--- src/rtl/pmt_sec_pkg.sv ---
// ----------------------------------------------------------------------------
// PMT section parser package
// Shared types and constants for the program map section parser.
// ----------------------------------------------------------------------------
`default_nettype none

package pmt_sec_pkg;

  typedef enum logic [2:0] {
    PH_IDLE  = 3'd0,
    PH_HDR   = 3'd1,
    PH_PINFO = 3'd2,
    PH_ENTRY = 3'd3,
    PH_DESC  = 3'd4,
    PH_TAIL  = 3'd5
  } phase_t;

  typedef enum logic [1:0] {
    KIND_HEADER = 2'd0,
    KIND_ENTRY  = 2'd1,
    KIND_END    = 2'd2
  } kind_t;

  // Header byte offsets counted from the table id
  localparam logic [11:0] HDR_LEN_HI   = 12'd1;
  localparam logic [11:0] HDR_LEN_LO   = 12'd2;
  localparam logic [11:0] HDR_PROG_HI  = 12'd3;
  localparam logic [11:0] HDR_PROG_LO  = 12'd4;
  localparam logic [11:0] HDR_VERSION  = 12'd5;
  localparam logic [11:0] HDR_PCR_HI   = 12'd8;
  localparam logic [11:0] HDR_PCR_LO   = 12'd9;
  localparam logic [11:0] HDR_PINFO_HI = 12'd10;
  localparam logic [11:0] HDR_LAST     = 12'd11;

  // Section length at or below this leaves no room for streams
  localparam logic [11:0] SHORT_SECTION_LEN = 12'd9;
  // Position after the header, counted from the byte after the length field
  localparam logic [11:0] BODY_START_POS    = 12'd9;
  localparam logic [2:0]  ENTRY_LAST_BYTE   = 3'd4;
  localparam logic [2:0]  DESC_INDEX_MAX    = 3'd5;
  localparam logic [2:0]  DESC_COUNT_BYTE   = 3'd1;
  localparam logic [2:0]  DESC_LANG_LAST    = 3'd4;
  localparam logic [7:0]  SUBTITLE_TAG_RST  = 8'h59;

  typedef struct packed {
    logic [7:0] data_byte;
    logic       section_start;
  } in_item_t;

  typedef struct packed {
    kind_t        result_kind;
    logic [15:0]  program_number;
    logic [4:0]   version;
    logic [12:0]  pcr_pid;
    logic [7:0]   stream_type;
    logic [12:0]  es_pid;
    logic [11:0]  es_info_len;
    logic         subtitle_present;
    logic [23:0]  language_code;
    logic [4:0]   subtitle_entries;
    logic         section_done;
  } result_t;

endpackage

`default_nettype wire

--- src/rtl/pmt_sec_if.sv ---
// ----------------------------------------------------------------------------
// PMT section parser channels
// Byte input channel and result output channel with valid/ready handshake.
// ----------------------------------------------------------------------------
`default_nettype none

interface pmt_sec_in_if;
  logic       valid;
  logic       ready;
  logic [7:0] data_byte;
  logic       section_start;

  modport source (output valid, output data_byte, output section_start, input ready);
  modport sink   (input valid, input data_byte, input section_start, output ready);
endinterface

interface pmt_sec_out_if;
  logic        valid;
  logic        ready;
  logic [1:0]  result_kind;
  logic [15:0] program_number;
  logic [4:0]  version;
  logic [12:0] pcr_pid;
  logic [7:0]  stream_type;
  logic [12:0] es_pid;
  logic [11:0] es_info_len;
  logic        subtitle_present;
  logic [23:0] language_code;
  logic [4:0]  subtitle_entries;
  logic        section_done;

  modport source (
    output valid, output result_kind, output program_number, output version,
    output pcr_pid, output stream_type, output es_pid, output es_info_len,
    output subtitle_present, output language_code, output subtitle_entries,
    output section_done, input ready
  );
  modport sink (
    input valid, input result_kind, input program_number, input version,
    input pcr_pid, input stream_type, input es_pid, input es_info_len,
    input subtitle_present, input language_code, input subtitle_entries,
    input section_done, output ready
  );
endinterface

`default_nettype wire

--- src/rtl/pmt_sec_in_stage.sv ---
// ----------------------------------------------------------------------------
// PMT section parser input register
// Captures one section byte per request and hands it to the parser.
// ----------------------------------------------------------------------------
`default_nettype none

module pmt_sec_in_stage (
  input  wire logic                clk,
  input  wire logic                rst,
  pmt_sec_in_if.sink               in_ch,
  input  wire logic                can_load,
  output pmt_sec_pkg::in_item_t    item,
  output logic                     step
);
  import pmt_sec_pkg::*;

  logic     valid;
  in_item_t held;

  assign step        = valid && can_load;
  assign in_ch.ready = !valid || can_load;
  assign item        = held;

  always_ff @(posedge clk) begin
    if (rst) begin
      valid <= 1'b0;
    end else if (in_ch.ready) begin
      valid <= in_ch.valid;
    end
  end

  always_ff @(posedge clk) begin
    if (in_ch.ready && in_ch.valid) begin
      held.data_byte     <= in_ch.data_byte;
      held.section_start <= in_ch.section_start;
    end
  end

endmodule

`default_nettype wire

--- src/rtl/pmt_sec_parse.sv ---
// ----------------------------------------------------------------------------
// PMT section parser core
// Section state and per-byte decode of header, stream entries and descriptors.
// ----------------------------------------------------------------------------
`default_nettype none

module pmt_sec_parse (
  input  wire logic                clk,
  input  wire logic                rst,
  input  wire logic                cfg_write,
  input  wire logic [7:0]          cfg_data,
  input  wire logic                step,
  input  wire pmt_sec_pkg::in_item_t item,
  output logic                     res_valid,
  output pmt_sec_pkg::result_t     res
);
  import pmt_sec_pkg::*;

  logic [7:0]  subtitle_tag;
  phase_t      phase, phase_next;
  logic [11:0] byte_position, byte_position_next;
  logic [11:0] section_len, section_len_next;
  logic [11:0] skip_remaining, skip_remaining_next;
  logic [2:0]  entry_byte_index, entry_byte_index_next;
  logic [2:0]  desc_byte_index, desc_byte_index_next;
  logic [15:0] hdr_prog, hdr_prog_next;
  logic [4:0]  hdr_version, hdr_version_next;
  logic [12:0] hdr_pcr, hdr_pcr_next;
  logic [7:0]  entry_type, entry_type_next;
  logic [12:0] entry_pid, entry_pid_next;
  logic [11:0] entry_info_len, entry_info_len_next;
  logic        entry_sub_flag, entry_sub_flag_next;
  logic [23:0] entry_language, entry_language_next;
  logic [4:0]  entry_sub_count, entry_sub_count_next;

  logic [7:0]  b;
  logic [12:0] pos_plus1, pos_plus4;

  assign b         = item.data_byte;
  assign pos_plus1 = {1'b0, byte_position} + 13'd1;
  assign pos_plus4 = {1'b0, byte_position} + 13'd4;

  always_ff @(posedge clk) begin
    if (rst) begin
      subtitle_tag <= SUBTITLE_TAG_RST;
    end else if (cfg_write) begin
      subtitle_tag <= cfg_data;
    end
  end

  always_comb begin
    phase_next            = phase;
    byte_position_next    = byte_position;
    section_len_next      = section_len;
    skip_remaining_next   = skip_remaining;
    entry_byte_index_next = entry_byte_index;
    desc_byte_index_next  = desc_byte_index;
    hdr_prog_next         = hdr_prog;
    hdr_version_next      = hdr_version;
    hdr_pcr_next          = hdr_pcr;
    entry_type_next       = entry_type;
    entry_pid_next        = entry_pid;
    entry_info_len_next   = entry_info_len;
    entry_sub_flag_next   = entry_sub_flag;
    entry_language_next   = entry_language;
    entry_sub_count_next  = entry_sub_count;
    res_valid             = 1'b0;
    res                   = '0;

    if (step) begin
      // A new section drops whatever was in progress
      if (item.section_start) begin
        phase_next          = PH_HDR;
        byte_position_next  = '0;
        section_len_next    = '0;
        skip_remaining_next = '0;
      end

      case (phase_next)
        PH_IDLE: begin
        end
        PH_HDR: begin
          case (byte_position_next)
            HDR_LEN_HI:   section_len_next = {b[3:0], 8'h00};
            HDR_LEN_LO:   section_len_next = section_len_next | {4'h0, b};
            HDR_PROG_HI:  hdr_prog_next = {b, 8'h00};
            HDR_PROG_LO:  hdr_prog_next = hdr_prog | {8'h00, b};
            HDR_VERSION:  hdr_version_next = b[5:1];
            HDR_PCR_HI:   hdr_pcr_next = {b[4:0], 8'h00};
            HDR_PCR_LO:   hdr_pcr_next = hdr_pcr | {5'h00, b};
            HDR_PINFO_HI: skip_remaining_next = {b[3:0], 8'h00};
            HDR_LAST:     skip_remaining_next = skip_remaining | {4'h0, b};
            default: begin
            end
          endcase
          if (byte_position_next < HDR_LAST) begin
            byte_position_next = byte_position_next + 12'd1;
          end else begin
            res_valid          = 1'b1;
            res.result_kind    = KIND_HEADER;
            res.program_number = hdr_prog_next;
            res.version        = hdr_version_next;
            res.pcr_pid        = hdr_pcr_next;
            if (section_len_next <= SHORT_SECTION_LEN) begin
              res.section_done   = 1'b1;
              phase_next         = PH_IDLE;
              byte_position_next = '0;
            end else begin
              byte_position_next    = BODY_START_POS;
              entry_byte_index_next = '0;
              phase_next = (skip_remaining_next != '0) ? PH_PINFO : PH_ENTRY;
            end
          end
        end
        default: begin
          if (pos_plus1 == {1'b0, section_len}) begin
            // Last CRC byte
            res_valid          = 1'b1;
            res.result_kind    = KIND_END;
            res.section_done   = 1'b1;
            phase_next         = PH_IDLE;
            byte_position_next = '0;
          end else begin
            if (pos_plus4 >= {1'b0, section_len}) begin
              phase_next = PH_TAIL;
            end else begin
              case (phase)
                PH_PINFO: begin
                  skip_remaining_next = skip_remaining - 12'd1;
                  if (skip_remaining_next == '0) begin
                    phase_next            = PH_ENTRY;
                    entry_byte_index_next = '0;
                  end
                end
                PH_ENTRY: begin
                  case (entry_byte_index)
                    3'd0:    entry_type_next = b;
                    3'd1:    entry_pid_next = {b[4:0], 8'h00};
                    3'd2:    entry_pid_next = entry_pid | {5'h00, b};
                    3'd3:    entry_info_len_next = {b[3:0], 8'h00};
                    default: entry_info_len_next = entry_info_len | {4'h0, b};
                  endcase
                  if (entry_byte_index < ENTRY_LAST_BYTE) begin
                    entry_byte_index_next = entry_byte_index + 3'd1;
                  end else begin
                    entry_sub_flag_next  = 1'b0;
                    entry_language_next  = '0;
                    entry_sub_count_next = '0;
                    desc_byte_index_next = '0;
                    if (entry_info_len_next == '0) begin
                      res_valid             = 1'b1;
                      phase_next            = PH_ENTRY;
                      entry_byte_index_next = '0;
                    end else begin
                      skip_remaining_next = entry_info_len_next;
                      phase_next          = PH_DESC;
                    end
                  end
                end
                PH_DESC: begin
                  if (desc_byte_index == '0) begin
                    entry_sub_flag_next = (b == subtitle_tag);
                  end else if (entry_sub_flag) begin
                    if (desc_byte_index == DESC_COUNT_BYTE) begin
                      entry_sub_count_next = b[7:3];
                    end else if (desc_byte_index <= DESC_LANG_LAST) begin
                      entry_language_next = {entry_language[15:0], b};
                    end
                  end
                  if (desc_byte_index < DESC_INDEX_MAX) begin
                    desc_byte_index_next = desc_byte_index + 3'd1;
                  end
                  skip_remaining_next = skip_remaining - 12'd1;
                  if (skip_remaining_next == '0) begin
                    res_valid             = 1'b1;
                    phase_next            = PH_ENTRY;
                    entry_byte_index_next = '0;
                  end
                end
                default: begin
                end
              endcase
              if (res_valid) begin
                res.result_kind      = KIND_ENTRY;
                res.stream_type      = entry_type_next;
                res.es_pid           = entry_pid_next;
                res.es_info_len      = entry_info_len_next;
                res.subtitle_present = entry_sub_flag_next;
                res.language_code    = entry_language_next;
                res.subtitle_entries = entry_sub_count_next;
              end
            end
            byte_position_next = pos_plus1[11:0];
          end
        end
      endcase
    end
  end

  always_ff @(posedge clk) begin
    if (rst) begin
      phase            <= PH_IDLE;
      byte_position    <= '0;
      section_len      <= '0;
      skip_remaining   <= '0;
      entry_byte_index <= '0;
      desc_byte_index  <= '0;
      hdr_prog         <= '0;
      hdr_version      <= '0;
      hdr_pcr          <= '0;
      entry_type       <= '0;
      entry_pid        <= '0;
      entry_info_len   <= '0;
      entry_sub_flag   <= 1'b0;
      entry_language   <= '0;
      entry_sub_count  <= '0;
    end else begin
      phase            <= phase_next;
      byte_position    <= byte_position_next;
      section_len      <= section_len_next;
      skip_remaining   <= skip_remaining_next;
      entry_byte_index <= entry_byte_index_next;
      desc_byte_index  <= desc_byte_index_next;
      hdr_prog         <= hdr_prog_next;
      hdr_version      <= hdr_version_next;
      hdr_pcr          <= hdr_pcr_next;
      entry_type       <= entry_type_next;
      entry_pid        <= entry_pid_next;
      entry_info_len   <= entry_info_len_next;
      entry_sub_flag   <= entry_sub_flag_next;
      entry_language   <= entry_language_next;
      entry_sub_count  <= entry_sub_count_next;
    end
  end

endmodule

`default_nettype wire

--- src/rtl/pmt_sec_out_stage.sv ---
// ----------------------------------------------------------------------------
// PMT section parser result register
// Holds one result until the consumer takes the request.
// ----------------------------------------------------------------------------
`default_nettype none

module pmt_sec_out_stage (
  input  wire logic                clk,
  input  wire logic                rst,
  input  wire logic                step,
  input  wire logic                res_valid,
  input  wire pmt_sec_pkg::result_t res,
  output logic                     can_load,
  pmt_sec_out_if.source            out_ch
);
  import pmt_sec_pkg::*;

  logic    valid;
  result_t held;

  assign can_load = !valid || out_ch.ready;

  always_ff @(posedge clk) begin
    if (rst) begin
      valid <= 1'b0;
    end else if (step) begin
      valid <= res_valid;
    end else if (out_ch.ready) begin
      valid <= 1'b0;
    end
  end

  always_ff @(posedge clk) begin
    if (step && res_valid) begin
      held <= res;
    end
  end

  assign out_ch.valid            = valid;
  assign out_ch.result_kind      = held.result_kind;
  assign out_ch.program_number   = held.program_number;
  assign out_ch.version          = held.version;
  assign out_ch.pcr_pid          = held.pcr_pid;
  assign out_ch.stream_type      = held.stream_type;
  assign out_ch.es_pid           = held.es_pid;
  assign out_ch.es_info_len      = held.es_info_len;
  assign out_ch.subtitle_present = held.subtitle_present;
  assign out_ch.language_code    = held.language_code;
  assign out_ch.subtitle_entries = held.subtitle_entries;
  assign out_ch.section_done     = held.section_done;

endmodule

`default_nettype wire

--- src/rtl/pmt_section_parser_top.sv ---
// ----------------------------------------------------------------------------
// PMT section parser
// Parses a program map section one byte at a time into header, stream entry
// and section end results.
//
//   channel   dir  payload                                   handshake
//   in_ch     in   data_byte, section_start                  valid/ready
//   out_ch    out  result_kind .. section_done (11 fields)   valid/ready
//   cfg       in   cfg_data (subtitle tag)                   cfg_write
//
// One byte per cycle sustained while out_ch does not stall; each byte passes
// the input register, then its result is held in the result register.
// Synchronous active-high reset returns the parser to idle and the subtitle
// tag to 0x59.
// A stalled result register holds the input register, which then holds off
// the next request; nothing is dropped.
// ----------------------------------------------------------------------------
`default_nettype none

module pmt_section_parser_top (
  input  wire logic       clk,
  input  wire logic       rst,
  input  wire logic       cfg_write,
  input  wire logic [7:0] cfg_data,
  pmt_sec_in_if.sink      in_ch,
  pmt_sec_out_if.source   out_ch
);
  import pmt_sec_pkg::*;

  in_item_t item;
  result_t  res;
  logic     step;
  logic     can_load;
  logic     res_valid;

  pmt_sec_in_stage u_in_stage (
    .clk      (clk),
    .rst      (rst),
    .in_ch    (in_ch),
    .can_load (can_load),
    .item     (item),
    .step     (step)
  );

  pmt_sec_parse u_parse (
    .clk       (clk),
    .rst       (rst),
    .cfg_write (cfg_write),
    .cfg_data  (cfg_data),
    .step      (step),
    .item      (item),
    .res_valid (res_valid),
    .res       (res)
  );

  pmt_sec_out_stage u_out_stage (
    .clk       (clk),
    .rst       (rst),
    .step      (step),
    .res_valid (res_valid),
    .res       (res),
    .can_load  (can_load),
    .out_ch    (out_ch)
  );

endmodule

`default_nettype wire

--- src/flat_wrapper.sv ---
// flat-port wrapper written by rule: the top's interface ports become plain ports
module pmt_section_parser_top_flat import pmt_sec_pkg::*;
  (clk, rst, cfg_write, cfg_data, in_ch_valid, in_ch_data_byte, in_ch_section_start, in_ch_ready, out_ch_valid, out_ch_result_kind, out_ch_program_number, out_ch_version, out_ch_pcr_pid, out_ch_stream_type, out_ch_es_pid, out_ch_es_info_len, out_ch_subtitle_present, out_ch_language_code, out_ch_subtitle_entries, out_ch_section_done, out_ch_ready);
  pmt_sec_in_if in_ch_i ();
  pmt_sec_out_if out_ch_i ();
  input  wire logic clk;
  input  wire logic rst;
  input  wire logic cfg_write;
  input  wire logic [7:0] cfg_data;
  input wire logic [$bits(in_ch_i.valid)-1:0] in_ch_valid;
  input wire logic [$bits(in_ch_i.data_byte)-1:0] in_ch_data_byte;
  input wire logic [$bits(in_ch_i.section_start)-1:0] in_ch_section_start;
  output wire logic [$bits(in_ch_i.ready)-1:0] in_ch_ready;
  output wire logic [$bits(out_ch_i.valid)-1:0] out_ch_valid;
  output wire logic [$bits(out_ch_i.result_kind)-1:0] out_ch_result_kind;
  output wire logic [$bits(out_ch_i.program_number)-1:0] out_ch_program_number;
  output wire logic [$bits(out_ch_i.version)-1:0] out_ch_version;
  output wire logic [$bits(out_ch_i.pcr_pid)-1:0] out_ch_pcr_pid;
  output wire logic [$bits(out_ch_i.stream_type)-1:0] out_ch_stream_type;
  output wire logic [$bits(out_ch_i.es_pid)-1:0] out_ch_es_pid;
  output wire logic [$bits(out_ch_i.es_info_len)-1:0] out_ch_es_info_len;
  output wire logic [$bits(out_ch_i.subtitle_present)-1:0] out_ch_subtitle_present;
  output wire logic [$bits(out_ch_i.language_code)-1:0] out_ch_language_code;
  output wire logic [$bits(out_ch_i.subtitle_entries)-1:0] out_ch_subtitle_entries;
  output wire logic [$bits(out_ch_i.section_done)-1:0] out_ch_section_done;
  input wire logic [$bits(out_ch_i.ready)-1:0] out_ch_ready;
  assign in_ch_i.valid = in_ch_valid;
  assign in_ch_i.data_byte = in_ch_data_byte;
  assign in_ch_i.section_start = in_ch_section_start;
  assign in_ch_ready = in_ch_i.ready;
  assign out_ch_valid = out_ch_i.valid;
  assign out_ch_result_kind = out_ch_i.result_kind;
  assign out_ch_program_number = out_ch_i.program_number;
  assign out_ch_version = out_ch_i.version;
  assign out_ch_pcr_pid = out_ch_i.pcr_pid;
  assign out_ch_stream_type = out_ch_i.stream_type;
  assign out_ch_es_pid = out_ch_i.es_pid;
  assign out_ch_es_info_len = out_ch_i.es_info_len;
  assign out_ch_subtitle_present = out_ch_i.subtitle_present;
  assign out_ch_language_code = out_ch_i.language_code;
  assign out_ch_subtitle_entries = out_ch_i.subtitle_entries;
  assign out_ch_section_done = out_ch_i.section_done;
  assign out_ch_i.ready = out_ch_ready;
  pmt_section_parser_top u_core (.clk(clk), .rst(rst), .cfg_write(cfg_write), .cfg_data(cfg_data), .in_ch(in_ch_i), .out_ch(out_ch_i));
endmodule
--- config.mk ---
export PLATFORM = sky130hd
export DESIGN_NAME = pmt_section_parser_top_flat
export DESIGN_NICKNAME = d
export VERILOG_FILES = /design/src/rtl/pmt_sec_pkg.sv /design/src/rtl/pmt_sec_if.sv /design/src/rtl/pmt_sec_in_stage.sv /design/src/rtl/pmt_sec_parse.sv /design/src/rtl/pmt_sec_out_stage.sv /design/src/rtl/pmt_section_parser_top.sv /design/src/flat_wrapper.sv
export SDC_FILE = /design/constraint.sdc
export NUM_CORES = 1
export LEC_CHECK = 0
export BUFFER_PORTS_ARGS = -buffer_cell sky130_fd_sc_hd__buf_2
export CORE_MARGIN = 8
export CORE_UTILIZATION = 48
export CTS_BUF_LIST = sky130_fd_sc_hd__clkbuf_2
export CTS_CLUSTER_SIZE = 25
export DETAILED_ROUTE_END_ITERATION = 8
export PLACE_DENSITY = 0.69
export SLEW_MARGIN = 20
export SYNTH_ARGS = -nofsm -noshare
export SYNTH_HDL_FRONTEND = slang
export SYNTH_HIERARCHICAL = 1
export SYNTH_SLANG_ARGS = --single-unit
--- constraint.sdc ---
create_clock -name clk -period 5.3 [get_ports clk]
set_clock_uncertainty 0.05 [all_clocks]
set_input_delay 0.53 -clock clk [delete_from_list [all_inputs] [get_ports clk]]
set_output_delay 0.53 -clock clk [all_outputs]
set_load 0.005 [all_outputs]
# After elaboration in Yosys (flattened, before gate mapping)

Cells that the tools add are included.

$add $sub $neg: 6
Magnitude comparators: 6
Equality and inequality tests: 27
Muxes and demuxes: 97
Bitwise logic cells: 13
Reductions and logical operators: 25

Operator list:

| operator              | count |
|---|---|
| $mux 12               | 22 |
| $pmux 12 s2           | 6 |
| $mux 24               | 5 |
| $pmux 13 s2           | 2 |
| $mux 3                | 17 |
| $eq 12x4->1 const B   | 4 |
| $pmux 24 s2           | 1 |
| $or 12x8->12          | 3 |
| $pmux 16 s2           | 1 |
| $pmux 3 s2            | 5 |
| $or 13x8->13          | 2 |
| $mux 5                | 5 |
| $eq 12x2->1 const B   | 2 |
| $eq 12x3->1 const B   | 2 |
| $logic_not 12->1      | 2 |
| $mux 1                | 20 |
| $mux 8                | 2 |
| $or 16x8->16          | 1 |
| $add 12x1->13 const B | 1 |
| $add 12x3->13 const B | 1 |
| $eq 13x12->1          | 1 |
| $ge 13x12->1          | 1 |
| $mux 13               | 1 |
| $add 12x1->12 const B | 1 |
| 35 further kinds      | 66 |

Flip-flop bits (word level): 261
Input bits: 22
Output and inout bits: 102
Logic and storage cells: 205

# Depth between registers and ports, before layout

Gate-level depths: netlist of run 1.

Word-level depth: 21
Gate-level depth with buffers: 16
Gate-level depth less buffers: 13

# Hierarchy

Netlist of run 1, hierarchy kept.

By module, submodules not included:

| module            | times used | cells an instance | area an instance (µm²) | sequential area each (µm²) |
|---|---|---|---|---|
| pmt_sec_parse     | 1          | 1,281             | 9,313.9                | 3,002.9 |
| pmt_sec_out_stage | 1          | 105               | 3,062.9                | 3,022.9 |
| pmt_sec_in_stage  | 1          | 15                | 332.8                  | 290.3 |

# Worst setup path before layout of run 1

No wires, ideal clock.

Path type: flip-flop to flip-flop
Start point: register u_core.u_parse.byte_position[3]
End point: register u_core.u_out_stage.held (netlist bit u_core/u_out_stage/out_ch.es_info_len[0]) (enable)
Library setup time: 0.471 ns
Data arrival time: 5.067 ns
Data required time: 4.779 ns
Setup slack: -0.287 ns
Cell stages (with the launch flop): 15
Path buffers: 2
Clock period less this slack: 5.587 ns
Cells stage by stage: dfxtp_1 clkbuf_1 nand2_1 nor2_1 xor2_1 ha_1 o21ai_0 nor2_1 a2111oi_2 a31oi_1 or2_1 clkbuf_1 o21a_1 a21oi_1 and2_1

Longest elaborated chain between the ends: 7
Elaborated cells between the ends (all ways): 13
Those cells by class: 2 x add/sub; 2 x order compare; 1 x eq/ne; 7 x mux; 1 x reduce/logical

RTL lines:

| item                                     | line                                      | text |
|---|---|---|
| from (decl)                              | pmt_sec_parse.sv:21                       | `logic [11:0] byte_position, byte_position_next;` |
| from (signal assigned)                   | pmt_sec_parse.sv:219                      | `byte_position <= byte_position_next;` |
| $add 12x3->13 or $mux 12 (tied branches) | pmt_sec_parse.sv:41, pmt_sec_parse.sv:72  |  |
| $ge 13x12->1 or $mux 12 (tied branches)  | pmt_sec_parse.sv:124, pmt_sec_parse.sv:70 |  |
| $mux 1 or $lt 12x4->1 (tied branches)    | pmt_sec_parse.sv:124, pmt_sec_parse.sv:96 |  |
| $mux 1 (on tied branches)                | pmt_sec_parse.sv:116, pmt_sec_parse.sv:96 |  |
| $pmux 1 s2 (*)                           | pmt_sec_parse.sv:79                       | `case (phase_next)` |
| $mux 1 (*)                               | pmt_sec_parse.sv:70                       | `if (step) begin` |
| named net u_core.res_valid               | pmt_section_parser_top.sv:34              | `logic res_valid;` |
| $logic_and 1x1->1 (*)                    | pmt_sec_out_stage.sv:34                   | `if (step && res_valid) begin` |
| to (signal assigned)                     | pmt_sec_out_stage.sv:35                   | `held <= res;` |
| to (decl)                                | pmt_sec_out_stage.sv:19                   | `result_t held;` |

The timed path passes the listed nets; every way through them passes the cells marked *. The select of a mux whose other input is x is not followed.
A chain may end at the register's enable or synchronous reset.

# Worst setup path after layout of run 1

Start point: register u_core.u_parse.byte_position[3]
End point: register u_core.u_out_stage.held (netlist bit u_core/u_out_stage/out_ch.stream_type[3]) (enable)

The elaborated chain is that of the path after synthesis.

==> impl.org, run 1 <==
** STA
- Final setup viols :: 0
- Least setup slack across all paths after layout :: 786 ps
- For the pin with the worst max-slew slack, the measured transition is 1070 ps.
- The worst path uses 85.2% of the clock period.
- Final hold vios :: 0
- Number of max-slew violations in the final report :: 0
- Setup repair after global routing missed its margin :: no
- The tightest hold path in the finished design has a slack of 356 ps.
- Based on the critical path, the design can be clocked at up to 222 MHz.
- The clock period could shrink to 4510 ps.
- Measured against its own limit, the worst slew margin works out to 28.4%.
- Adding up every negative setup slack in the final design gives 0 ps.

** Layout
- Leaving out fill and tap cells, the most frequent cell in the layout is sky130_fd_sc_hd__nor2_1.
- In the final layout, the share of cells above drive strength 1 is 18.4%.
- # nets final :: 1581
- Area used by multi-input combinational logic :: 5790 sq um
- Compared with the post-synthesis result, the final layout area differs by 13.4%.
- The sequential cells in the finished layout cover a total of 6320 sq um.
- Most frequent cells in the layout :: 166 x sky130_fd_sc_hd__nor2_1, 154 x sky130_fd_sc_hd__nand2_1, 152 x sky130_fd_sc_hd__dfxtp_1, 147 x sky130_fd_sc_hd__a21oi_1, 122 x sky130_fd_sc_hd__buf_2
- The filler cells instantiated in the layout total 2380.

** Critical path
- Among all stages on the critical path, the largest delay is contributed by sky130_fd_sc_hd__dfxtp_1.
- Sort of element at the end of the critical path :: flop
- Most frequent cell on the critical path :: sky130_fd_sc_hd__ha_1
- Data arrival time of the worst path :: 4980 ps
- Maximum fanout along the worst path :: 38
- Across all register-to-register paths, the minimum setup slack is 790 ps.
- Required time of the worst setup path :: 5760 ps
- Start-to-end type of the worst setup path :: reg2reg
- The worst register-to-register path has a depth of 13.
- Startpoint type of the worst setup path :: flop
- The largest single stage delay on the critical path is 680 ps.
- The endpoint identified for the worst register-to-register timing path is u_core/u_out_stage/out_ch.stream_type[3].
- Ordered cell list for the critical path :: ha_1 -> nand3_1 -> xnor2_1 -> ha_1 -> a211oi_1 -> nor2_1 -> a2111oi_2 -> a31oi_1 -> or2_1 -> o21a_1 -> a21oi_1 -> and2_4 -> buf_4
- The worst register-to-register path begins at u_core/u_parse/byte_position[3].

** Min path
- In this run the worst hold path is classified as in2reg.
- Along the worst hold path, the cell count comes to 2.
- Destination of the worst hold path :: u_core/u_in_stage/item[3]
- In this run the most critical hold path is launched from in_ch_data_byte[2].

** Logic synthesis
- The number of nets in the synthesized netlist is 1446.
- In this run, synthesis inferred 109 flip-flops with an integrated enable.
- Fraction of post-synthesis cell area in the top cell type by area :: 25.8%
- Share of the yosys chip area belonging to registers :: 49.7%
- Fraction of registers with async set/reset :: 0%
- Synthesized instance count :: 1401
- Post-synthesis instance area :: 12700 sq um
- Among all flip-flop cells after synthesis, the most frequent one is sky130_fd_sc_hd__dfxtp_1.
- Number of different library cells in the post-synthesis netlist :: 79
- Number of storage elements in the synthesis netlist :: 261
- Top cells by area, synth :: sky130_fd_sc_hd__edfxtp_1 26%, sky130_fd_sc_hd__dfxtp_1 24%, sky130_fd_sc_hd__a21oi_1 5.8%, sky130_fd_sc_hd__nor2_1 4.9%, sky130_fd_sc_hd__nand2_1 4.5%
- Averaged over all synthesized cells, the footprint is 9.07 sq um.
- Cell type with the largest total area after synthesis :: sky130_fd_sc_hd__edfxtp_1
- During synthesis, Yosys emitted a total of 6 warnings.

** Pwr
- For this design the static power due to leakage is 0.00497 uW.
- Power density of the placed cells :: 259 nW/um^2
- IR analysis of the VDD net gives a maximum drop of 0.116 mV.

** Global routing
- Global routing used 22.6% of the available tracks across all layers.
- The first global-routing pass estimated 58.0 mm of wire.
- Total gr overflow :: 0
- Largest net degree at the start of global routing :: 82
- The number of antenna violations at the first check in global routing came to 1.
- The number of global-route vias before repair is 11000.

** Die
- Total core area :: 26100 sq um
- Measured along the x axis, the die boundary spans 179 um.
- Area of the die :: 31900 sq um
- Once the floorplan was initialized, standard cells occupied 48.8% of the core.
- During I/O placement, the number of pins put on the boundary was 124.
- The initialized floorplan defines 59 standard-cell rows.
- Die Span Y :: 179 um

** CTS
- Root buf cell :: sky130_fd_sc_hd__clkbuf_2
- Once the clock tree was built, the setup fixing pass inserted 0 buffers.
- The clock drives 261 sinks.
- Clock-pin slew on the worst setup and hold paths :: 100 ps
- After clock tree synthesis, the repair step resized 0 gates.
- CTS buffer count :: 68
- Worst-case clock buffer depth :: 3
- TritonCTS built the clock tree.
- CTS H-Tree Depth :: 3
- Post-CTS Hold Buffers :: 25
- Source-to-sink clock delay at the later pin of the worst-skew pair :: 850 ps

** Detailed routing
- In the routed design, unresolved DRC markers number 0.
- Starting DRT DRC Count :: 1049
- Dividing the detail-routed wire length by the instance count gives 19.1 um.
- Final ANT Viol Nets :: 0
- Number of detailed-route iterations in the first pass :: 7
- Average vias per placed instance :: 5.92
- After detailed routing, the total wire length is 36.8 mm.
- Via Count :: 11400

** Place
- Timing analysis after detailed placement gives a worst setup slack of 847 ps.
- After legalization and detailed placement, the total HPWL measured 23.3 mm.
- Routability-driven placement finished with a final weighted congestion of 0.973.
- Port buffering added 123 buffers.

** Run
- Across the run, the number of max-cap violations was 0.

** Outcome
- Result of the run :: finished clean
==> kinds of logic (layout without fill, tap and decap cells) <==
family	after synthesis	after routing	share of synthesized area, %
compound gates	358	358	17.9
xor+xnor	38	38	2.62
buf+inv	153	341	4.80
other cells	0	1	0
fa+ha+maj	23	23	2.26
flops	261	261	49.7
simple gates	536	536	20.1
mux	32	32	2.55
==> stage by stage <==
step | power (uW) | instances | instance area, sq um | util (%)
global placement | 2340 | 1775 | 13500 | 51.8
detailed placement | 2340 | 1775 | 13500 | 51.8
floorplan | 2270 | 1401 | 12700 | -
global route | 3920 | 1925 | 14400 | 55.3
finish | 3740 | 1925 | 14400 | 55.3
CTS | 3790 | 1923 | 14400 | 55.2
==> per-layer routing <==
layer  part of all wire [%]  GRT usage (%)
met1                     42           29.2
met2                     47           36.2
met4                    3.0           9.13
met5                      0              0
met3                    8.2           5.14
==> cell type report <==
class | count | area share [%]
multi-input cells | 987 | 40.2
well taps | 335 | 2.91
clock inverters | 14 | 0.703
flip-flops and latches | 261 | 43.8
inverters | 46 | 1.20
diodes | 1 | 0.0174
clock buffers | 109 | 3.79
repair buffers | 172 | 7.38
==> where the power goes <==
part	total (uW)	internal [uW]	switching [uW]	leakage, uW
Combinational	212	65.5	146	0.00233
Sequential	2100	2090	14.1	0.00215
Clock	1420	595	829	0.000495
Total	3740	2750	989	0.00497
==> critical path: cells and delay by family, from the launching register on <==
| kind | cells | cell delay, ps |
|---|---|---|
| AO/OA/AOI/OAI | 5 | 1060 |
| XOR/XNOR | 1 | 160 |
| adder cells (fa/ha/maj) | 2 | 680 |
| buffers and inverters | 1 | 380 |
| flip-flops | 1 | 680 |
| AND/OR/NAND/NOR | 4 | 1160 |
==> cell usage after synthesis, types with 3 or more instances <==
master,number
sky130_fd_sc_hd__mux2_1,3
sky130_fd_sc_hd__ha_1,23
sky130_fd_sc_hd__or4_1,4
sky130_fd_sc_hd__o21a_1,5
sky130_fd_sc_hd__buf_1,6
sky130_fd_sc_hd__a22o_1,25
sky130_fd_sc_hd__buf_4,3
sky130_fd_sc_hd__nand2b_1,7
sky130_fd_sc_hd__nor3_1,27
sky130_fd_sc_hd__and2_1,10
sky130_fd_sc_hd__xnor2_1,14
sky130_fd_sc_hd__clkbuf_1,83
sky130_fd_sc_hd__o211ai_1,5
sky130_fd_sc_hd__a22oi_1,43
sky130_fd_sc_hd__nand2_1,154
sky130_fd_sc_hd__mux2i_1,29
sky130_fd_sc_hd__a21o_1,6
sky130_fd_sc_hd__or3_1,8
sky130_fd_sc_hd__edfxtp_1,109
sky130_fd_sc_hd__buf_2,14
sky130_fd_sc_hd__nand4_1,12
sky130_fd_sc_hd__a31oi_1,15
sky130_fd_sc_hd__inv_1,41
sky130_fd_sc_hd__o22ai_1,5
sky130_fd_sc_hd__nand3_1,80
sky130_fd_sc_hd__o31ai_1,5
sky130_fd_sc_hd__xor2_1,24
sky130_fd_sc_hd__o21ai_0,48
sky130_fd_sc_hd__o21bai_1,3
sky130_fd_sc_hd__nor4_2,5
sky130_fd_sc_hd__a211oi_1,6
sky130_fd_sc_hd__nand3b_1,3
sky130_fd_sc_hd__and4_1,6
sky130_fd_sc_hd__nor2_1,166
sky130_fd_sc_hd__a311oi_1,3
sky130_fd_sc_hd__dfxtp_1,152
sky130_fd_sc_hd__nor2b_1,6
sky130_fd_sc_hd__clkinv_1,4
sky130_fd_sc_hd__a221oi_1,6
sky130_fd_sc_hd__a21oi_1,147
sky130_fd_sc_hd__nor4_1,16
sky130_fd_sc_hd__or2_1,3
sky130_fd_sc_hd__o32ai_1,10
sky130_fd_sc_hd__and3_1,7
==> how the worst max path moves through the flow <==
| stage | from | cells after the start | end | slack (ps) |
|---|---|---|---|---|
| 6_report | u_core/u_parse/byte_position[3] | 13 | u_core/u_out_stage/out_ch.stream_type[3] | 790 |
| 5_1_grt | u_core/u_parse/byte_position[3] | 13 | u_core/u_out_stage/out_ch.es_pid[12] | 520 |
| 4_1_cts | u_core/u_parse/byte_position[3] | 13 | u_core/u_out_stage/out_ch.stream_type[3] | 820 |
| 3_5_place_dp | u_core/u_parse/byte_position[3] | 13 | u_core/u_out_stage/out_ch.stream_type[2] | 850 |
| 3_3_place_gp | u_core/u_parse/byte_position[3] | 13 | u_core/u_out_stage/out_ch.stream_type[1] | 900 |
| 2_1_floorplan | u_core/u_parse/byte_position[3] | 14 | u_core/u_out_stage/out_ch.es_info_len[0] | 820 |
==> sequential cells by signal, summed over array words and instances (netlist names), 13 cells and up <==
name / count
u_core/u_parse/hdr_prog: 16
u_core/u_parse/entry_pid: 13
u_core/u_out_stage/out_ch.language_code: 24
u_core/u_out_stage/out_ch.pcr_pid: 13
u_core/u_parse/hdr_pcr: 13
u_core/u_out_stage/out_ch.es_pid: 13
u_core/u_parse/entry_language: 24
u_core/u_out_stage/out_ch.program_number: 16
Note: power is estimated with default switching activity, not from simulation.
==> inputs of run 2 (changes only) <==
--- a/config.mk
+++ b/config.mk
@@ -11,7 +11,7 @@
 export CTS_BUF_LIST = sky130_fd_sc_hd__clkbuf_2
 export CTS_CLUSTER_SIZE = 25
 export DETAILED_ROUTE_END_ITERATION = 8
-export PLACE_DENSITY = 0.69
+export PLACE_DENSITY = 0.67
 export SLEW_MARGIN = 20
 export SYNTH_ARGS = -nofsm -noshare
 export SYNTH_HDL_FRONTEND = slang
==> constraint.sdc (replaced) <==
create_clock -name clk -period 5.6 [get_ports clk]
set_clock_uncertainty 0.05 [all_clocks]
set_input_delay 0.56 -clock clk [delete_from_list [all_inputs] [get_ports clk]]
set_output_delay 0.56 -clock clk [all_outputs]
set_load 0.05 [all_outputs]
==> impl.org, run 2 (synthesized netlist as in run 1, its figures left out) <==
** Outcome
- Result of the run :: finished clean (unchanged)

** Detailed routing
- Average vias per placed instance :: 5.86 (was 5.92)
- The iteration-0 DRC count of the detailed router came to 1129 (was 1049).
- The total vias in the final route was 11200 (was 11400).
- Number of detailed-route iterations in the first pass :: 7 (unchanged)
- DRT Wirelength :: 36.1 mm (was 36.8 mm)
- The post-detailed-route DRC marker count is 0 (unchanged).
- Routed len/inst :: 18.9 um (was 19.1 um)
- Final ANT Viol Nets :: 0 (unchanged)

** STA
- The final critical-path setup slack came to 1060 ps (was 786 ps).
- The final period utilization was 81.2% (was 85.2%).
- Final hold vios :: 0 (unchanged)
- Final setup viols :: 0 (unchanged)
- Transition time of the tightest slew-check pin :: 1080 ps (was 1070 ps)
- Tightest slew margin relative to the limit :: 27.7% (was 28.4%)
- TNS Setup :: 0 ps (unchanged)
- Minimum period implied by the final worst setup slack :: 4540 ps (was 4510 ps)
- Setup repair after global routing missed its margin :: no (unchanged)
- The highest clock rate is 220 MHz (was 222 MHz).
- Number of max-slew violations in the final report :: 0 (unchanged)

** Critical path
- The master of the slowest instance on the critical path was sky130_fd_sc_hd__dfxtp_1 (unchanged).
- Maximum fanout along the worst path :: 17 (was 38)
- Slowest Stage Delay on Critical Path :: 670 ps (was 680 ps)
- Critical R2R Launch :: u_core/u_parse/byte_position[3] (unchanged)
- Most frequent cell on the critical path :: sky130_fd_sc_hd__ha_1 (unchanged)
- The termination of the worst setup path is u_core/u_parse/entry_language[1] (was u_core/u_out_stage/out_ch.stream_type[3]).
- The start-to-end type of the worst setup path is reg2reg (unchanged).
- Ordered cell list for the critical path: ha_1 -> nand3_1 -> xnor2_1 -> ha_1 -> a211oi_1 -> nor2_1 -> a2111oi_2 -> a31oi_1 -> or2_1 -> nor3_4 -> a21oi_1 -> buf_4 -> a22o_1 (was ha_1 -> nand3_1 -> xnor2_1 -> ha_1 -> a211oi_1 -> nor2_1 -> a2111oi_2 -> a31oi_1 -> or2_1 -> o21a_1 -> a21oi_1 -> and2_4 -> buf_4).
- The register-to-register setup slack was 1060 ps (was 790 ps).
- The endpoint of the lowest-slack register-to-register path is u_core/u_parse/entry_language[1] (was u_core/u_out_stage/out_ch.stream_type[3]).
- Data arrival time of the worst path :: 5240 ps (was 4980 ps)
- Sort of element at the end of the critical path :: flop (unchanged)
- The number of cells on the worst reg-to-reg path came to 13 (unchanged).
- Required time of the worst setup path :: 6290 ps (was 5760 ps)
- The kind of launch point of the worst setup path is a flop (unchanged).
- The launch point of the critical path was u_core/u_parse/byte_position[3] (unchanged).

** Layout
- The final core utilization came to 55.0% (was 55.3%).
- The number of fill cells in the layout is 2393 (was 2380).
- Area of all placed cells without fillers :: 14300 sq um (was 14400 sq um)
- The count of nets after finishing was 1572 (was 1581).
- Area Overhead vs Synth :: 12.8% (was 13.4%)
- Fraction of layout instances using a drive strength above 1 :: 18.0% (was 18.4%)
- The count of placed standard cells in the final layout, fillers left out was 1915 (was 1925).
- The register area came to 6320 sq um (unchanged).
- The area used by multi-input combinational logic came to 5790 sq um (unchanged).
- The leading cell type in the layout, fill and taps excluded is sky130_fd_sc_hd__nor2_1 (unchanged).
- Most frequent cells in the layout :: 166 x sky130_fd_sc_hd__nor2_1, 154 x sky130_fd_sc_hd__nand2_1, 152 x sky130_fd_sc_hd__dfxtp_1, 147 x sky130_fd_sc_hd__a21oi_1, 122 x sky130_fd_sc_hd__buf_2 (unchanged)

** Global routing
- The number of antenna violations at the first check in global routing came to 1 (unchanged).
- Global-route total usage across every layer :: 22.3% (was 22.6%)
- The wire length of the first global-routing pass is 57.4 mm (was 58.0 mm).
- Vias in the first global route :: 10700 (was 11000)
- Total gr overflow :: 0 (unchanged)
- Largest net degree at the start of global routing :: 101 (was 82)

** CTS
- Root buf cell :: sky130_fd_sc_hd__clkbuf_2 (unchanged)
- Post-CTS Setup Repair Bufs :: 0 (unchanged)
- Clock tree from TritonCTS :: done (unchanged)
- CTS H-Tree Depth :: 3 (unchanged)
- Clock sinks :: 261 (unchanged)
- CTS buffer count :: 68 (unchanged)
- The clock-pin slew on the worst setup and hold paths was 100 ps (about the same).
- Source-to-sink clock delay at the later pin of the worst-skew pair :: 850 ps (about the same)
- Worst-case clock buffer depth :: 3 (unchanged)
- CTS resizes :: 0 (unchanged)

** Place
- The total half-perimeter wirelength after legalization and detailed placement is 23.0 mm (was 23.3 mm).
- The number of input and output port buffers inserted came to 123 (unchanged).
- The post-placement cell count came to 1772 (was 1775).
- The worst setup slack after placement is 1120 ps (was 847 ps).
- Global placement routability congestion :: 0.952 (was 0.973)
- Area of placed instances :: 13500 sq um (about the same)

** Pwr
- Largest vdd supply drop :: 0.122 mV (was 0.116 mV)
- Leakage component of the power :: 0.00492 uW (was 0.00497 uW)
- The power per cell area came to 249 nW/um^2 (was 259 nW/um^2).

** Die
- The starting density of the core came to 48.8% (unchanged).
- Die boundary width :: 179 um (unchanged)
- The die footprint was 31900 sq um (unchanged).
- Die Span Y :: 179 um (unchanged)
- Top-level port count :: 124 (unchanged)
- Number of cell rows :: 59 (unchanged)
- Total core area :: 26100 sq um (unchanged)

** Min path
- Path class of the lowest-slack min-delay path :: in2reg (unchanged)

** Run
- Max-cap viol count :: 0 (unchanged)
-- run 2: cell count changes in the layout (fill, tap and decap cells not counted) --
| cell | before | now |
|---|---|---|
| sky130_fd_sc_hd__bufinv_16 | 1 | 2 |
| sky130_fd_sc_hd__clkinv_2 | 0 | 2 |
| sky130_fd_sc_hd__clkinv_4 | 2 | 1 |
| sky130_fd_sc_hd__clkinv_1 | 11 | 16 |
| sky130_fd_sc_hd__clkinvlp_4 | 2 | 1 |
| sky130_fd_sc_hd__clkbuf_2 | 109 | 102 |
| sky130_fd_sc_hd__dlygate4sd3_1 | 26 | 20 |
| sky130_fd_sc_hd__buf_4 | 23 | 20 |
| sky130_fd_sc_hd__inv_6 | 1 | 2 |
| sky130_fd_sc_hd__inv_2 | 2 | 1 |
-- run 2: area by class of cell --
type                       instances  share of cell area [%]
sequential                       261                    44.0
multi-input combinational        987                    40.4
timing repair buffer             163                    6.84
clock buffer                     102                    3.56
tap                              335                    2.92
inverter                          46                    1.20
clock inverter                    20                    1.04
antenna                            1                  0.0175
-- run 2: power by group --
part | internal [uW] | switching [uW]
clock network | 584 | 788
logic | 58.7 | 145
registers | 1980 | 13.5
-- run 2: what timing repair did --
item | CTS | global route
endpoints found under the setup margin | 0 | 0
hold endpoints to repair | 19 | 0
hold buffers | 20 | 0
-- run 2: per-stage QoR --
step	hold WS [ps]	power (uW)
after floorplan	387	2160
after global placement	392	2220
after detailed placement	399	2220
after CTS	1.90	3610
after global routing	2.15	3740
final	69.3	3570
-- run 2: how the worst min path moves through the flow --
stage	endpoint	slack, ps	from	depth (start not counted)
after detailed placement	u_core/u_parse/hdr_prog[8]	400	u_core/u_parse/hdr_prog[8]	2
after global placement	u_core/u_parse/hdr_prog[9]	390	u_core/u_parse/hdr_prog[9]	2
final	u_core/u_parse/subtitle_tag[4]	70	cfg_write	3
after global routing	u_core/u_parse/subtitle_tag[4]	2	cfg_write	3
after CTS	u_core/u_parse/subtitle_tag[4]	2	cfg_write	3
after floorplan	u_core/u_parse/hdr_prog[10]	390	u_core/u_parse/hdr_prog[10]	2
-- run 2: critical path, delay by kind of cell (launching register included) --
family | cells | cell delay, ps
DFF | 1 | 670
buffers and inverters | 1 | 310
and+or+nand+nor | 4 | 1280
AOI/OAI and AO/OA | 5 | 1300
adders and majority gates | 2 | 690
xor gates and xnor gates | 1 | 160
-- run 2: per-layer routing --
layer  global-route usage, %  vias to the layer above  wire [um]
li1                        -                     5345          -
met1                    29.5                     5300      15700
met2                    36.0                      493      16600
met3                    4.30                       82       2910
met4                    8.13                        0        906
met5                       0                        -          0
==> inputs of run 3 (changes only) <==
--- a/config.mk
+++ b/config.mk
@@ -5,6 +5,7 @@
 export SDC_FILE = /design/constraint.sdc
 export NUM_CORES = 1
 export LEC_CHECK = 0
+export ABC_AREA = 1
 export BUFFER_PORTS_ARGS = -buffer_cell sky130_fd_sc_hd__buf_2
 export CORE_MARGIN = 8
 export CORE_UTILIZATION = 48
==> constraint.sdc (replaced) <==
create_clock -name clk -period 4.7 [get_ports clk]
set_clock_uncertainty 0.05 [all_clocks]
set_input_delay 0.47 -clock clk [delete_from_list [all_inputs] [get_ports clk]]
set_output_delay 0.47 -clock clk [all_outputs]
set_load 0.05 [all_outputs]
==> impl.org, run 3 <==
** Logic synthesis
- The sequential element share of the synthesized area is 46.5% (was 49.7%).
- Post-synth EDFFs :: 109 (unchanged)
- Syn. warnings :: 6 (unchanged)
- The per-instance average area after synthesis came to 7.42 sq um (was 9.07 sq um).
- Post-synthesis instance area :: 13600 sq um (was 12700 sq um)
- The most used standard cell by instance count after synthesis is sky130_fd_sc_hd__nand2_1 (was sky130_fd_sc_hd__nor2_1).
- Syn nets :: 1873 (was 1446)
- The cell count after synthesis was 1828 (was 1401).
- Top cells by area, synth :: sky130_fd_sc_hd__edfxtp_1 24%, sky130_fd_sc_hd__dfxtp_1 22%, sky130_fd_sc_hd__nand2_1 13%, sky130_fd_sc_hd__nor2_1 7.4%, sky130_fd_sc_hd__a21oi_1 5.8% (was sky130_fd_sc_hd__edfxtp_1 26%, sky130_fd_sc_hd__dfxtp_1 24%, sky130_fd_sc_hd__a21oi_1 5.8%, sky130_fd_sc_hd__nor2_1 4.9%, sky130_fd_sc_hd__nand2_1 4.5%)
- Number of different library cells in the post-synthesis netlist :: 43 (was 79)
- Leading cell types by count after synthesis :: 474 x sky130_fd_sc_hd__nand2_1, 266 x sky130_fd_sc_hd__nor2_1, 161 x sky130_fd_sc_hd__inv_1 (was 166 x sky130_fd_sc_hd__nor2_1, 154 x sky130_fd_sc_hd__nand2_1, 152 x sky130_fd_sc_hd__dfxtp_1)
- The top cell type by total area after synthesis is sky130_fd_sc_hd__edfxtp_1 (unchanged).
- The main flop type after synthesis is sky130_fd_sc_hd__dfxtp_1 (unchanged).
- Fraction of registers with async set/reset :: 0% (unchanged)
- Number of storage elements in the synthesis netlist :: 261 (unchanged)
- Fraction of post-synthesis cell area in the top cell type by area :: 24.1% (was 25.8%)

** Pwr
- The highest ir drop seen on vdd came to 0.136 mV (was 0.122 mV).
- The leakage power summed over all cells came to 0.00609 uW (was 0.00492 uW).
- The power per cell area was 301 nW/um^2 (was 249 nW/um^2).

** Place
- The total half-perimeter wirelength after legalization and detailed placement is 27.1 mm (was 23.0 mm).
- The post-placement cell count was 2269 (was 1772).
- The number of input and output port buffers inserted was 123 (unchanged).
- The placer congestion estimate came to 0.978 (was 0.952).

** STA
- Setup repair after global routing missed its margin: no (unchanged).
- The final-report hold violation count came to 0 (unchanged).
- Number of max-slew violations in the final report :: 0 (unchanged)
- Transition time of the tightest slew-check pin :: 1090 ps (was 1080 ps)
- The worst slew margin relative to its limit was 27.2% (was 27.7%).
- Period Utilization, post-route :: 86.6% (was 81.2%)
- Maximum clock rate :: 246 MHz (was 220 MHz)
- TNS Setup :: 0 ps (unchanged)
- The minimum period implied by the final worst setup slack was 4070 ps (was 4540 ps).
- The number of setup violations in the final report was 0 (unchanged).

** CTS
- The number of buffers on the longest clock path was 3 (unchanged).
- The TritonCTS clock tree is done (unchanged).
- CTS H-Tree Depth :: 3 (unchanged)
- The buffer type at the clock tree root was sky130_fd_sc_hd__clkbuf_2 (unchanged).
- Clock sinks :: 261 (unchanged)
- CTS buffer count :: 71 (was 68)
- Clock-pin slew on the worst setup and hold paths :: 110 ps (was 100 ps)
- The clock latency on the worst-skew pair is 870 ps (was 850 ps).

** Detailed routing
- The routed length per instance is 16.8 um (was 18.9 um).
- The number of iterations in the first detailed-routing pass came to 6 (was 7).
- Via Count :: 13200 (was 11200)
- The final wirelength came to 40.8 mm (was 36.1 mm).
- The post-detailed-route DRC marker count is 0 (unchanged).
- Average vias per placed instance :: 5.44 (was 5.86)
- Starting DRT DRC Count :: 1089 (was 1129)
- The number of nets with antenna violations after routing is 0 (unchanged).

** Critical path
- Critical path startpoint :: u_core/u_parse/entry_byte_index[0] (was u_core/u_parse/byte_position[3])
- The termination of the worst setup path was u_core/u_out_stage/out_ch.es_info_len[2] (was u_core/u_parse/entry_language[1]).
- Required time of the worst setup path :: 5060 ps (was 6290 ps)
- The start-to-end type of the worst setup path is reg2reg (unchanged).
- Sort of element at the end of the critical path :: flop (unchanged)
- The maximum fanout along the worst path was 85 (was 17).
- Startpoint type of the worst setup path :: flop (unchanged)
- Data arrival time of the worst path :: 4430 ps (was 5240 ps)
- The register-to-register setup slack is 630 ps (was 1060 ps).
- The endpoint of the lowest-slack register-to-register path is u_core/u_out_stage/out_ch.es_info_len[2] (was u_core/u_parse/entry_language[1]).
- The number of cells on the worst reg-to-reg path came to 14 (was 13).
- Critical R2R Launch :: u_core/u_parse/entry_byte_index[0] (was u_core/u_parse/byte_position[3])

** Global routing
- Global routing's busiest layer :: met2 (unchanged)
- The number of antenna violations at the first check in global routing was 1 (unchanged).
- GR Util met2 :: 38.2% (was 36.0%)
- The final global-route overflow total came to 0 (unchanged).
- The wire length of the first global-routing pass was 64.1 mm (was 57.4 mm).
- The overall track demand over capacity in global routing was 23.4% (was 22.3%).
- Vias in the first global route :: 12400 (was 10700)
- The maximum number of pins on one net before global-route repair is 94 (was 101).
- The routing usage on met1 came to 29.3% (was 29.5%).
- Met3 Use GR :: 5.32% (was 4.30%)

** Die
- Total core area :: 27800 sq um (was 26100 sq um)
- Area of the die :: 33900 sq um (was 31900 sq um)
- Top-level port count :: 124 (unchanged)
- The starting density of the core was 48.9% (was 48.8%).
- The die span in x was 184 um (was 179 um).
- Number of cell rows :: 61 (was 59)
- The die extent in y was 184 um (was 179 um).

** Layout
- Layout Cells excl Fill :: 2425 (was 1915)
- Most frequent standard cell in the layout excluding fill and tap cells :: sky130_fd_sc_hd__nand2_1 (was sky130_fd_sc_hd__nor2_1)
- The signed area change from the synthesized netlist to the final layout came to 13.6% (was 12.8%).
- The count of nets after finishing came to 2038 (was 1572).
- Most frequent cells in the layout :: 474 x sky130_fd_sc_hd__nand2_1, 266 x sky130_fd_sc_hd__nor2_1, 160 x sky130_fd_sc_hd__inv_1, 158 x sky130_fd_sc_hd__a21oi_1, 152 x sky130_fd_sc_hd__dfxtp_1 (was 166 x sky130_fd_sc_hd__nor2_1, 154 x sky130_fd_sc_hd__nand2_1, 152 x sky130_fd_sc_hd__dfxtp_1, 147 x sky130_fd_sc_hd__a21oi_1, 122 x sky130_fd_sc_hd__buf_2)
- Fraction of layout instances using a drive strength above 1 :: 15.0% (was 18.0%)

** Run
- The max-cap violation count is 0 (unchanged).

** Outcome
- Result of the run :: finished clean (unchanged)

** Min path
- Path class of the lowest-slack min-delay path :: in2reg (unchanged)
## run 3: cell count changes in the layout (fill, tap and decap cells not counted), moves of 23 or more
cell,change
sky130_fd_sc_hd__nand2_1,+320
sky130_fd_sc_hd__o22ai_1,+23
sky130_fd_sc_hd__mux2i_1,-29
sky130_fd_sc_hd__a22oi_1,-32
sky130_fd_sc_hd__o21ai_0,+56
sky130_fd_sc_hd__nor2_1,+100
sky130_fd_sc_hd__a22o_1,-24
sky130_fd_sc_hd__inv_1,+119
## run 3: cells by family after synthesis
logic type	after synthesis	synth area share, %
buffers and inverters	259	7.66
flip-flops	261	46.5
AO/OA/AOI/OAI	360	15.0
XOR/XNOR	21	1.36
AND/OR/NAND/NOR	904	27.3
adder cells (fa/ha/maj)	23	2.12
## run 3: routing by layer
metal  vias to the layer above  part of all wire (%)  wire length, um
met5                         -                     0                0
met4                         0                   3.3             1350
met3                       109                   8.4             3420
met2                       554                    46            18900
met1                      6090                    42            17100
li1                       6448                     -                -
## run 3: final cells by class
class / count / area, sq um
tap: 378 / 473
sequential: 261 / 6320
clock buffer: 109 / 546
clock inverter: 17 / 100
fill: 2728 / 12400
inverter: 172 / 647
timing repair buffer: 179 / 1120
multi-input combinational: 1308 / 6220
antenna: 1 / 2.50
## run 3: metrics by stage
step                      hold slack, ps  area (sq um)  setup slack, ps  utilization [%]  total power (uW)
after floorplan                      386         13600             3.55                -              2860
after global placement               398         14500              911             52.1              3020
after detailed placement             402         14500              794             52.1              3020
after CTS                           13.1         15400              704             55.5              4690
after global routing                82.7         15400              342             55.5              4880
final                                117         15400              631             55.5              4640
## run 3: power by group
part / total, uW / internal [uW] / switching [uW]
clock network: 1630 / 669 / 965
registers: 2430 / 2380 / 47.3
logic: 575 / 165 / 410
total: 4640 / 3220 / 1420
## run 3: repair_timing
item	4_1_cts	5_1_grt
hold endpoints to repair	31	0
setup buffers	0	0
hold buffers	29	0
gates resized for setup	0	0
## run 3: worst min-delay path by stage
stage	startpoint	to	slack (ps)	depth (start not counted)
after floorplan	u_core/u_parse/entry_sub_count[2]	u_core/u_parse/entry_sub_count[2]	390	2
after global placement	u_core/u_parse/entry_sub_count[3]	u_core/u_parse/entry_sub_count[3]	400	2
after detailed placement	u_core/u_parse/entry_language[4]	u_core/u_parse/entry_language[4]	400	2
after CTS	cfg_write	u_core/u_parse/subtitle_tag[3]	10	4
after global routing	cfg_write	u_core/u_parse/subtitle_tag[3]	80	4
final	cfg_write	u_core/u_parse/subtitle_tag[3]	120	4
## run 3: critical path, stage by stage (launching register included)
cell and delay, ps:
sky130_fd_sc_hd__dfxtp_1 410, sky130_fd_sc_hd__inv_1 100, sky130_fd_sc_hd__ha_1 230, sky130_fd_sc_hd__o21ai_1 170
sky130_fd_sc_hd__nand3_1 360, sky130_fd_sc_hd__a21oi_1 360, sky130_fd_sc_hd__nand2_1 80, sky130_fd_sc_hd__nor2_1 130
sky130_fd_sc_hd__nand3_2 260, sky130_fd_sc_hd__o22ai_2 330, sky130_fd_sc_hd__nand2_1 100, sky130_fd_sc_hd__a21oi_1 150
sky130_fd_sc_hd__nand2_1 120, sky130_fd_sc_hd__clkinv_2 290, sky130_fd_sc_hd__buf_12 390
